<file path="config.mk">
export PLATFORM = sky130hd
export DESIGN_NAME = cusum_shift_detector
export DESIGN_NICKNAME = d
export VERILOG_FILES = /design/src/sv/csd_pkg.sv /design/src/sv/cusum_shift_detector.sv
export SDC_FILE = /design/constraint.sdc
export NUM_CORES = 1
export LEC_CHECK = 0
export BUFFER_PORTS_ARGS = -buffer_cell sky130_fd_sc_hd__buf_2
export CORE_MARGIN = 2
export CORE_UTILIZATION = 61
export DETAILED_ROUTE_END_ITERATION = 12
export HOLD_SLACK_MARGIN = 0.06
export PLACE_DENSITY = 0.77
export SLEW_MARGIN = 20
export SYNTH_ARGS = -nofsm -noshare
export SYNTH_HDL_FRONTEND = slang
export SYNTH_SLANG_ARGS = --single-unit
</file>
<file path="constraint.sdc">
create_clock -name clk -period 10.82 [get_ports clk]
set_input_delay 0 -clock clk [delete_from_list [all_inputs] [get_ports clk]]
set_output_delay 0 -clock clk [all_outputs]
set_load 0.01 [all_outputs]
</file>
<file path="src/sv/csd_pkg.sv">
// Package for the CUSUM latency shift detector.
// Holds the default widths, the configuration register map and reset values.
// No dependencies.
package csd_pkg;

    // Default data path widths, handed to the top level as parameter defaults.
    localparam int FRACTION_BITS_DEF = 4;
    localparam int SUM_BITS_DEF      = 31;
    localparam int STAMP_BITS_DEF    = 48;
    localparam int LATENCY_BITS_DEF  = 16;

    // Width of the confirmed alert counter.
    localparam int ALERT_BITS = 32;

    // Configuration register widths.
    localparam int MEAN_BITS = 20;
    localparam int K_BITS    = 20;
    localparam int H_BITS    = 24;
    localparam int DUR_BITS  = 36;

    // Configuration port geometry.
    localparam int CFG_DATA_BITS  = 36;
    localparam int CFG_INDEX_BITS = 2;

    // Configuration reset values.
    localparam logic [MEAN_BITS-1:0] MEAN_RESET = MEAN_BITS'(3200);
    localparam logic [K_BITS-1:0]    K_RESET    = K_BITS'(320);
    localparam logic [H_BITS-1:0]    H_RESET    = H_BITS'(3200);
    localparam logic [DUR_BITS-1:0]  DUR_RESET  = DUR_BITS'(600000000);

    // Configuration register indexes.
    typedef enum logic [CFG_INDEX_BITS-1:0] {
        CFG_BASELINE_MEAN = 2'd0,
        CFG_K_OFFSET      = 2'd1,
        CFG_H_LIMIT       = 2'd2,
        CFG_MIN_DURATION  = 2'd3
    } cfg_reg_t;

endpackage

</file>
<file path="src/sv/cusum_shift_detector.sv">
// Two-sided CUSUM latency shift detector with a persistence window.
// Depends on csd_pkg for the register map, widths and reset values.
//
// The block takes one latency sample per clock on the slave stream and returns one result
// per sample on the master stream. A sample is held in an input register, the update of
// both saturating sums, the alarm test and the window logic run in a single combinational
// pass, and the result is loaded into an output register, so a new sample is taken in
// every cycle while the output side keeps up. That rate is set by the feedback of the
// sums, the window state and the alert counter, which are all updated in the same cycle
// that a result is loaded. Configuration registers are written through the plain write
// port and take effect on the next sample that enters the update stage.
module cusum_shift_detector
    import csd_pkg::*;
#(
    parameter int FRACTION_BITS = FRACTION_BITS_DEF,
    parameter int SUM_BITS      = SUM_BITS_DEF,
    parameter int STAMP_BITS    = STAMP_BITS_DEF,
    parameter int LATENCY_BITS  = LATENCY_BITS_DEF,
    localparam int IN_TDATA_BITS  = ((LATENCY_BITS + STAMP_BITS + 7) / 8) * 8,
    localparam int OUT_FIELD_BITS = 3 + STAMP_BITS + ALERT_BITS + SUM_BITS + LATENCY_BITS,
    localparam int OUT_TDATA_BITS = ((OUT_FIELD_BITS + 7) / 8) * 8
)
(
    input  logic                      clk,
    input  logic                      rst_n,

    // Configuration write port.
    input  logic                      cfg_wen,
    input  logic [CFG_INDEX_BITS-1:0] cfg_index,
    input  logic [CFG_DATA_BITS-1:0]  cfg_wdata,

    // Sample stream.
    input  logic                      s_tvalid,
    output logic                      s_tready,
    // From bit 0 up: latency, now_ticks.
    input  logic [IN_TDATA_BITS-1:0]  s_tdata,
    // Bit 0: irq_seen.
    input  logic                      s_tuser,

    // Result stream.
    output logic                      m_tvalid,
    input  logic                      m_tready,
    // From bit 0 up: alarm_now, in_window, alert_fired, elapsed_ticks, alert_total,
    // score_high, latency_echo, zero padding.
    output logic [OUT_TDATA_BITS-1:0] m_tdata
);

    // Arithmetic widths: the widest operand plus a bit of headroom and a sign bit.
    localparam int X_BITS    = LATENCY_BITS + FRACTION_BITS;
    localparam int MAX_A     = (SUM_BITS > X_BITS) ? SUM_BITS : X_BITS;
    localparam int VAL_BITS  = (MAX_A > H_BITS) ? MAX_A : H_BITS;
    localparam int CALC_BITS = VAL_BITS + 2;
    localparam int CMP_BITS  = (STAMP_BITS > DUR_BITS) ? STAMP_BITS : DUR_BITS;

    localparam logic signed [CALC_BITS-1:0] SUM_TOP =
        {{(CALC_BITS - SUM_BITS){1'b0}}, {SUM_BITS{1'b1}}};

    // Configuration registers.
    logic [MEAN_BITS-1:0]    mean_reg;
    logic [K_BITS-1:0]       k_reg;
    logic [H_BITS-1:0]       h_reg;
    logic [DUR_BITS-1:0]     dur_reg;

    // Input stage.
    logic                    in_valid_reg;
    logic [LATENCY_BITS-1:0] in_lat_reg;
    logic                    in_irq_reg;
    logic [STAMP_BITS-1:0]   in_now_reg;

    // Detector state.
    logic [SUM_BITS-1:0]     sum_high_reg;
    logic [SUM_BITS-1:0]     sum_high_next;
    logic [SUM_BITS-1:0]     sum_low_reg;
    logic [SUM_BITS-1:0]     sum_low_next;
    logic                    window_open_reg;
    logic                    window_open_next;
    logic [STAMP_BITS-1:0]   window_start_reg;
    logic [STAMP_BITS-1:0]   window_start_next;
    logic [ALERT_BITS-1:0]   count_reg;
    logic [ALERT_BITS-1:0]   count_next;

    // Output stage.
    logic                      out_valid_reg;
    logic [OUT_TDATA_BITS-1:0] out_data_reg;
    logic [OUT_TDATA_BITS-1:0] out_data_next;

    // Update logic.
    logic                        out_slot;
    logic                        load_out;
    logic signed [CALC_BITS-1:0] x_ext;
    logic signed [CALC_BITS-1:0] mean_ext;
    logic signed [CALC_BITS-1:0] k_ext;
    logic signed [CALC_BITS-1:0] hi_raw;
    logic signed [CALC_BITS-1:0] lo_raw;
    logic [SUM_BITS-1:0]         hi_clamp;
    logic [SUM_BITS-1:0]         lo_clamp;
    logic                        alarm;
    logic                        open_now;
    logic                        was_open;
    logic [STAMP_BITS-1:0]       start_eff;
    logic [STAMP_BITS-1:0]       elapsed;
    logic [STAMP_BITS-1:0]       elapsed_out;
    logic                        expired;
    logic                        fire;
    logic                        close_win;
    logic [SUM_BITS-1:0]         score;

    // Handshake: the output register frees a slot when empty or being taken.
    assign out_slot = !out_valid_reg || m_tready;
    assign load_out = in_valid_reg && out_slot;
    assign s_tready = !in_valid_reg || out_slot;
    assign m_tvalid = out_valid_reg;
    assign m_tdata  = out_data_reg;

    // Configuration writes.
    always_ff @(posedge clk or negedge rst_n)
    begin
        if (!rst_n)
        begin
            mean_reg <= MEAN_RESET;
            k_reg    <= K_RESET;
            h_reg    <= H_RESET;
            dur_reg  <= DUR_RESET;
        end
        else if (cfg_wen)
        begin
            unique case (cfg_reg_t'(cfg_index))
                CFG_BASELINE_MEAN: mean_reg <= cfg_wdata[MEAN_BITS-1:0];
                CFG_K_OFFSET:      k_reg    <= cfg_wdata[K_BITS-1:0];
                CFG_H_LIMIT:       h_reg    <= cfg_wdata[H_BITS-1:0];
                CFG_MIN_DURATION:  dur_reg  <= cfg_wdata[DUR_BITS-1:0];
                default:           ;
            endcase
        end
    end

    // Input register: loads whenever the stage can move.
    always_ff @(posedge clk or negedge rst_n)
    begin
        if (!rst_n)
        begin
            in_valid_reg <= 1'b0;
        end
        else if (s_tready)
        begin
            in_valid_reg <= s_tvalid;
        end
    end

    always_ff @(posedge clk)
    begin
        if (s_tready && s_tvalid)
        begin
            in_lat_reg <= s_tdata[LATENCY_BITS-1:0];
            in_now_reg <= s_tdata[LATENCY_BITS +: STAMP_BITS];
            in_irq_reg <= s_tuser;
        end
    end

    // Saturating sum update in sigma-scaled fixed point.
    always_comb
    begin
        x_ext    = CALC_BITS'(in_lat_reg) << FRACTION_BITS;
        mean_ext = CALC_BITS'(mean_reg);
        k_ext    = CALC_BITS'(k_reg);
        hi_raw   = CALC_BITS'(sum_high_reg) + x_ext - mean_ext - k_ext;
        lo_raw   = CALC_BITS'(sum_low_reg) - x_ext + mean_ext - k_ext;

        if (hi_raw[CALC_BITS-1])
            hi_clamp = '0;
        else if (hi_raw > SUM_TOP)
            hi_clamp = '1;
        else
            hi_clamp = hi_raw[SUM_BITS-1:0];

        if (lo_raw[CALC_BITS-1])
            lo_clamp = '0;
        else if (lo_raw > SUM_TOP)
            lo_clamp = '1;
        else
            lo_clamp = lo_raw[SUM_BITS-1:0];
    end

    // Alarm, window and alert decisions.
    always_comb
    begin
        alarm = !in_irq_reg &&
                ((VAL_BITS'(hi_clamp) > VAL_BITS'(h_reg)) ||
                 (VAL_BITS'(lo_clamp) > VAL_BITS'(h_reg)));

        // A window opened by this sample starts at this sample's timestamp.
        open_now  = window_open_reg || alarm;
        start_eff = window_open_reg ? window_start_reg : in_now_reg;
        elapsed   = in_now_reg - start_eff;
        was_open  = in_irq_reg ? window_open_reg : open_now;
        elapsed_out = was_open ? elapsed : '0;
        expired   = CMP_BITS'(elapsed) >= CMP_BITS'(dur_reg);

        fire      = !in_irq_reg && open_now && alarm && expired;
        close_win = !in_irq_reg && open_now && (!alarm || expired);

        window_open_next  = in_irq_reg ? window_open_reg : (open_now && !close_win);
        window_start_next = (!in_irq_reg && alarm && !window_open_reg) ?
                            in_now_reg : window_start_reg;

        // An interrupt, a closing window or a fired alert clears both sums.
        if (in_irq_reg || close_win)
        begin
            sum_high_next = '0;
            sum_low_next  = '0;
        end
        else
        begin
            sum_high_next = hi_clamp;
            sum_low_next  = lo_clamp;
        end

        count_next = count_reg + ALERT_BITS'(fire);
        score      = in_irq_reg ? '0 : hi_clamp;

        out_data_next = OUT_TDATA_BITS'({in_lat_reg, score, count_next, elapsed_out,
                                         fire, window_open_next, alarm});
    end

    // State update, one sample per loaded result.
    always_ff @(posedge clk or negedge rst_n)
    begin
        if (!rst_n)
        begin
            sum_high_reg     <= '0;
            sum_low_reg      <= '0;
            window_open_reg  <= 1'b0;
            window_start_reg <= '0;
            count_reg        <= '0;
        end
        else if (load_out)
        begin
            sum_high_reg     <= sum_high_next;
            sum_low_reg      <= sum_low_next;
            window_open_reg  <= window_open_next;
            window_start_reg <= window_start_next;
            count_reg        <= count_next;
        end
    end

    // Output register.
    always_ff @(posedge clk or negedge rst_n)
    begin
        if (!rst_n)
        begin
            out_valid_reg <= 1'b0;
        end
        else if (out_slot)
        begin
            out_valid_reg <= in_valid_reg;
        end
    end

    always_ff @(posedge clk)
    begin
        if (load_out)
        begin
            out_data_reg <= out_data_next;
        end
    end

`ifndef NO_ASSERTIONS
    // A fired alert always closes the window.
    a_fire_closes: assert property (@(posedge clk) disable iff (!rst_n)
        load_out && fire |=> !window_open_reg)
        else $error("window still open after an alert fired");

    // The alert count moves by one on a fired alert.
    a_count_step: assert property (@(posedge clk) disable iff (!rst_n)
        load_out && fire |=> count_reg == $past(count_reg) + 1'b1)
        else $error("alert count did not advance on a fired alert");

    // The alert count holds when no result is loaded.
    a_count_hold: assert property (@(posedge clk) disable iff (!rst_n)
        !load_out |=> $stable(count_reg))
        else $error("alert count changed without a result");

    // An interrupt sample reports no alarm and no alert.
    a_irq_quiet: assert property (@(posedge clk) disable iff (!rst_n)
        load_out && in_irq_reg |=> !m_tdata[0] && !m_tdata[2])
        else $error("interrupt sample raised an alarm or alert");

    // An empty output register never stalls the input side.
    a_ready_free: assert property (@(posedge clk) disable iff (!rst_n)
        !out_valid_reg |-> s_tready)
        else $error("input stalled with an empty output register");
`endif

endmodule
</file>
==> results of run 1 <==
==> worst max-delay path: cells and delay by family (launching register included) <==
family                   cells  cell delay (ns)
AO/OA/AOI/OAI               20             3.86
XOR/XNOR                     1             0.13
adder cells (fa/ha/maj)      7             2.04
buffers and inverters        7             0.77
flip-flops                   1             0.39
AND/OR/NAND/NOR             15             3.05
==> layout make-up <==
class                           instances  area (µm²)  area share
Timing Repair Buffer                  438        3060      0.0910
Clock inverter                         18         145     0.00431
Multi-Input combinational cell       2031       15400       0.458
Inverter                              213         805      0.0239
Antenna cell                            1        2.50   0.0000744
Sequential cell                       440       12000       0.357
Tap cell                              607         759      0.0226
Clock buffer                           70        1440      0.0427
==> worst paths after layout <==
kind | startpoint | endpoint | slack, ns | depth (start not counted)
hold reg to reg | count_reg[31] | count_reg[31] | 0.49 | 1
hold / removal | s_tdata[48] | in_now_reg[32] | 0.1 | 2
setup reg to reg | sum_low_reg[4] | count_reg[26] | 0.46 | 50
max in group asynchronous | rst_n | window_open_reg | 8.40 | 5
setup / recovery | sum_low_reg[4] | count_reg[26] | 0.46 | 50
min in group asynchronous | rst_n | dur_reg[9] | 0.60 | 3
==> stage by stage <==
stage	area [µm²]	std cells	worst slack [ns]	setup TNS, ns
after detailed placement	30700	3597	0.448	0
after global placement	30700	3597	0.605	0
after global routing	33600	3818	-0.0412	-0.124
final	33600	3818	0.462	0
after floorplan	28600	2804	0.989	0
after CTS	33600	3814	0.289	0
==> report_power, final <==
part	internal [W]	total (W)	leakage (nW)	switching, W
sequential	0.00225	0.00246	4.99	0.000208
combinational	0.00249	0.00694	9.08	0.00444
clock	0.000950	0.00167	0.784	0.000716
==> routing by layer <==
layer / wire [µm] / vias up / share of wire
met5: 0 / - / 0
met4: 4030 / 0 / 0.046
met3: 6050 / 240 / 0.069
met2: 41700 / 1039 / 0.48
met1: 35700 / 11700 / 0.41
li1: - / 10900 / -
==> kinds of logic (layout without fill, tap and decap cells) <==
group / after synthesis / in the layout / share of synthesized area
simple gates: 722 / 722 / 0.120
xor+xnor: 176 / 176 / 0.0539
fa+ha+maj: 277 / 277 / 0.137
mux: 179 / 179 / 0.0683
other cells: 1 / 7 / 0.000131
compound gates: 671 / 671 / 0.156
buf+inv: 333 / 739 / 0.0453
flops: 440 / 440 / 0.420
==> repair_timing <==
item | 4_1_cts | 5_1_grt
endpoints found under the hold margin | 240 | 0
hold buffers | 129 | 0
resized for setup | 0 | 11
buffers inserted | 0 | 2
endpoints found under the setup margin | 0 | 18
==> synth_stat cells (45+ instances only) <==
| master | number |
|---|---|
| dfrtp_1 | 227 |
| fa_1 | 59 |
| nand3_1 | 45 |
| edfxtp_1 | 195 |
| ha_1 | 218 |
| mux2i_1 | 51 |
| a21boi_0 | 50 |
| mux2_2 | 127 |
| nand4_1 | 88 |
| nor2_1 | 148 |
| o21ai_0 | 131 |
| o211ai_1 | 66 |
| nor3_1 | 50 |
| xor2_1 | 84 |
| a21oi_1 | 180 |
| inv_1 | 213 |
| a21o_1 | 54 |
| xnor2_1 | 92 |
| clkbuf_1 | 95 |
| nand2_1 | 265 |
==> placed cells by master, fill, tap and decap left out, types with 10 or more instances in the layout <==
cell,instances
a211oi_1,24
a21boi_0,49
a21o_1,54
a21oi_1,178
a31oi_1,11
and2_1,18
and3_1,24
buf_2,238
buf_4,68
clkbuf_1,10
clkbuf_16,51
dfrtp_1,226
dfstp_2,18
dlygate4sd3_1,128
edfxtp_1,195
fa_1,59
ha_1,218
inv_1,212
mux2_2,127
mux2i_1,51
nand2_1,264
nand2b_1,11
nand3_1,44
nand4_1,88
nor2_1,146
nor3_1,49
nor4_1,11
o211ai_1,66
o21a_1,19
o21ai_0,129
o21bai_1,18
o22ai_1,11
o31ai_1,10
or3_1,15
xnor2_1,92
xor2_1,84
==> impl_results.md, run 1 <==
- Clk sinks: 440
- GR peak layer: met2
- Largest net degree at the start of global routing: 72
- Core ar.: 46,400 µm²
- Drt via density: 6.25
- FFs w/ async S/R, synth: 0.557
- Worst setup SP type: register
- Total global routing overflow: 0
- Distinct cells, synth: 83
- Fmax: ~97 MHz
- Initial antenna violation count: 1
- CP max-delay cell: fa_1
- Syn. warnings: 0
- Max VDD drop: 508 µV
- Synth Register Bits: 440
- Final setup viols: 0
- Num rows: 79
- Maximum buffer depth of the clock tree: 3
- Initial Utilization: 0.617
- Cts bufs inserted: 47
- Synth top area share: 0.205
- Pleak: between 10 and 15 nW
- Relative slew slack: 0.280
- Max Cap Viol: 0
- GR Util met3: 0.0562
- I/O Buffers: 239
- Max FFs per register: 130
- # IOs: ~250
- Chip width: 220 µm
- Die Area: about 50,000 µm²
- First-pass GRT wire length: between 100,000 and 150,000 µm
- Synthesized area per cell: 10.2 µm²
- Req. time, crit path: ~11 ns
- Cell Pwr Density: 329 nW/µm²
- Netlist Area Pre-Place: between 20,000 and 30,000 µm²
- Post-synth EDFFs: 195
- Setup crit end kind: register
- Post-DR wirelength/cell: 22.9 µm
- Layout Skew: 0.0231 ns
- Post-synthesis cell count: between 2,000 and 3,000
- Root buffer cell: clkbuf_16
- Grt met1 use: 0.466
- 1st-pass router iterations: 6
- Total GRT Usage: 0.359
- DRT iter0 DRCs: ~2,100
- Nets@finish: 3,556
- WL final: 87,400 µm
- Final ANT Viol Nets: 0
- Max Slew Vio Count: 0
- Placer Congestion: 0.953
- Hold crit path type: primary input to register
- H-tree Lvls: 2
- Routed vias: 23,900
- Synth area leaders: edfxtp_1, dfrtp_1, ha_1, mux2_2, fa_1
- Total Power: ~0.011 W
- Post-layout minimum cycle time: 10.36 ns
- Synth area leader: edfxtp_1
- DRC: 0
- Hold Slack: 0.0958 ns
- Fin util: 0.726
- Layout area overhead: 17.7%
- CTS tree: done
- Vias in the first global route: around 24,000
- Outcome: finished, final reports clean
- Clk_lat worst skew: 0.61 ns
- Fin. Hold Viols: 0
- Ratio of final minimum period to clock period: 0.957
- GR met2 Demand/Resource: 0.595
- Most frequent cell on the critical path: ha_1
- WS Path Type: register to register
- Critical path arrival: 10.85 ns
- Maximum fanout along the worst path: 8
- Critical path's largest stage delay: 0.48 ns
- Final HPWL DP: ~62,000 µm
- Post-synth top flop: dfrtp_1
- Register area share after synthesis: 0.420
- Slew @ Worst Pin: 1.08 ns
- Filler Cells Inserted: 3,228
- Worst-path clk slew: 0.06 ns
- Fraction of layout cells with a size suffix above 1: 0.180
- Die height: ~220 µm
Note: power is estimated with default switching activity, not from simulation.
==> run 2: changes to the inputs <==
==> constraint.sdc (replaced) <==
create_clock -name clk -period 9.59 [get_ports clk]
set_input_delay 0 -clock clk [delete_from_list [all_inputs] [get_ports clk]]
set_output_delay 0 -clock clk [all_outputs]
set_load 0.01 [all_outputs]
==> run 2 against run 1 <==
The flow now finishes with violations (negative hold slack). Setup slack got worse by 0.45 ns. Critical path depth increased by 2. Combinational power increased by 35%. Fmax increased by 8.2%. First-iteration DRC count increased by 13%. Critical path type unchanged.
==> impl_results.md, run 2 (synthesis gave the netlist of run 1 again) <==
- Worst Path Buf+Inv: 10 (was 7)
- Cell Pwr Density: 398 nW/µm² (was 329 nW/µm²)
- Drt via density: 6.35 (was 6.25)
- Reg2Reg Setup Slack: 0.01 ns (was 0.46 ns)
- Worst-path clk slew: 0.06 ns (about the same)
- Total global routing overflow: 0 (unchanged)
- Max FFs per register: 130 (unchanged)
- Placer Congestion: 0.998 (was 0.953)
- Critical path's largest stage delay: 0.45 ns (was 0.48 ns)
- Initial antenna violation count: 3 (was 1)
- Ratio of final minimum period to clock period: 0.998 (was 0.957)
- WL final: 91,800 µm (was 87,400 µm)
- Cts bufs inserted: 46 (was 47)
- Final ANT Viol Nets: 0 (unchanged)
- Fraction of layout cells with a size suffix above 1: 0.236 (was 0.180)
- Total GRT Usage: 0.370 (was 0.359)
- Most common cell after layout, fill and taps aside: nand2_1 (unchanged)
- Final HPWL DP: 63,900 µm (was 62,500 µm)
- Most frequent cells in the layout: nand2_1, buf_2, dfrtp_1 (unchanged)
- Nets@finish: 3,684 (was 3,556)
- Die height: 220 µm (unchanged)
- First-pass GRT wire length: 138,000 µm (was 134,000 µm)
- Failing checks: negative hold slack
- Hold Slack: -0.0176 ns (was 0.0958 ns)
- Fmax: 104 MHz (was 96.5 MHz)
- Die Area: 48,600 µm² (unchanged)
- 1st-pass router iterations: 6 (unchanged)
- Critical path arrival: 9.92 ns (was 10.85 ns)
- Final setup viols: 0 (unchanged)
- Clk_lat worst skew: 0.61 ns (about the same)
- Maximum fanout along the worst path: 8 (unchanged)
- Slew @ Worst Pin: 1.07 ns (was 1.08 ns)
- Root buffer cell: clkbuf_16 (unchanged)
- Chip width: 220 µm (unchanged)
- Num rows: 79 (unchanged)
- Initial Utilization: 0.617 (unchanged)
- Clk sinks: 440 (unchanged)
- Max Cap Viol: 0 (unchanged)
- Most frequent cell on the critical path: and3_4 (was ha_1)
- Setup crit end kind: register (unchanged)
- Layout Skew: 0.0313 ns (was 0.0231 ns)
- Fin. Hold Viols: 3 (was 0)
- Worst setup SP type: register (unchanged)
- Routed vias: 25,100 (was 23,900)
- Max Slew Vio Count: 0 (unchanged)
- DRC: 0 (unchanged)
- Post-layout minimum cycle time: 9.58 ns (was 10.36 ns)
- Multi-input gate area: 15,800 µm² (was 15,400 µm²)
- Layout area overhead: 22.4% (was 17.7%)
- Req. time, crit path: 9.94 ns (was 11.31 ns)
- DRT iter0 DRCs: 2,347 (was 2,080)
- CTS tree: done (unchanged)
- Delay-heaviest family, CP: simple AND/OR/NAND/NOR gates (was compound AO/OA/AOI/OAI gates)
- Filler Cells Inserted: 3,026 (was 3,228)
- RSZ-0062 raised after global routing: true
- Storage element area: 12,000 µm² (unchanged)
- Max VDD drop: 352 µV (was 508 µV)
- Maximum buffer depth of the clock tree: 3 (unchanged)
- Pleak: 15.6 nW (was 14.8 nW)
- WS Path Type: register to register (unchanged)
- Vias in the first global route: 25,200 (was 24,000)
- # IOs: 246 (unchanged)
- Core ar.: 46,400 µm² (unchanged)
- Worst setup margin: 0.0145 ns (was 0.462 ns)
- Post-place setup slack: -0.688 ns (was 0.448 ns)
- CP max-delay cell: fa_1 (unchanged)
- Hold crit path type: primary input to async pin (was primary input to register)
- Post-DR wirelength/cell: 23.3 µm (was 22.9 µm)
- H-tree Lvls: 2 (unchanged)
- I/O Buffers: 239 (unchanged)
- Largest net degree at the start of global routing: 137 (was 72)
- Outcome: finished with violations (was finished, final reports clean)
- Relative slew slack: 0.283 (was 0.280)
run 2: final timing paths:
kind,startpoint,endpoint,cells after the start
hold reg to reg,window_start_reg[27],window_start_reg[27],1
hold / removal,rst_n,sum_high_reg[17],2
setup reg to reg,in_lat_reg[1],m_tdata[77],52
setup / recovery,in_lat_reg[1],m_tdata[77],52
max in group asynchronous,rst_n,window_open_reg,3
min in group clk,s_tdata[54],in_now_reg[38],2
run 2: layout make-up:
type | count | area share
inverters | 213 | 0.0230
well taps | 607 | 0.0217
flip-flops and latches | 440 | 0.343
clock inverters | 20 | 0.00518
multi-input cells | 2031 | 0.452
diodes | 3 | 0.000215
clock buffers | 65 | 0.0379
repair buffers | 567 | 0.117
run 2: metrics by stage:
stage               total power [W]  std cells  utilization  instance area, µm²  setup TNS (ns)
global placement             0.0111       3715        0.682               31600           -3.21
CTS                          0.0133       3923        0.743               34500               0
finish                       0.0139       3946        0.755               35000               0
detailed placement           0.0113       3715        0.682               31600          -11.39
global route                 0.0147       3943        0.755               35000           -2.79
floorplan                   0.00783       2804            -               28600               0
run 2: report_power, final:
part	switching (W)	leakage [nW]	internal, W
sequential	0.000241	4.99	0.00254
clock	0.000791	0.734	0.00100
combinational	0.00558	9.83	0.00378
total	0.00662	15.6	0.00733
run 2: worst reg2reg max path, delay by kind of cell (launching register included):
kind,cells,cell delay (ns)
and+or+nand+nor,17,3.14
xor gates and xnor gates,2,0.28
DFF,1,0.40
adders and majority gates,6,1.59
buffers and inverters,10,1.31
AOI/OAI and AO/OA,17,2.61
run 2: timing repair:
item,4_1_cts,5_1_grt
pin swaps,18,53
resized for setup,27,80
hold buffers,117,0
setup endpoints to repair,40,38
hold endpoints to repair,295,0
gates cloned,0,1
buffers inserted,6,18
run 2: layer usage:
layer | GRT usage | share of wire
met1 | 0.461 | 0.38
met4 | 0.178 | 0.050
met5 | 0 | 0.00025
met3 | 0.0623 | 0.076
met2 | 0.628 | 0.49
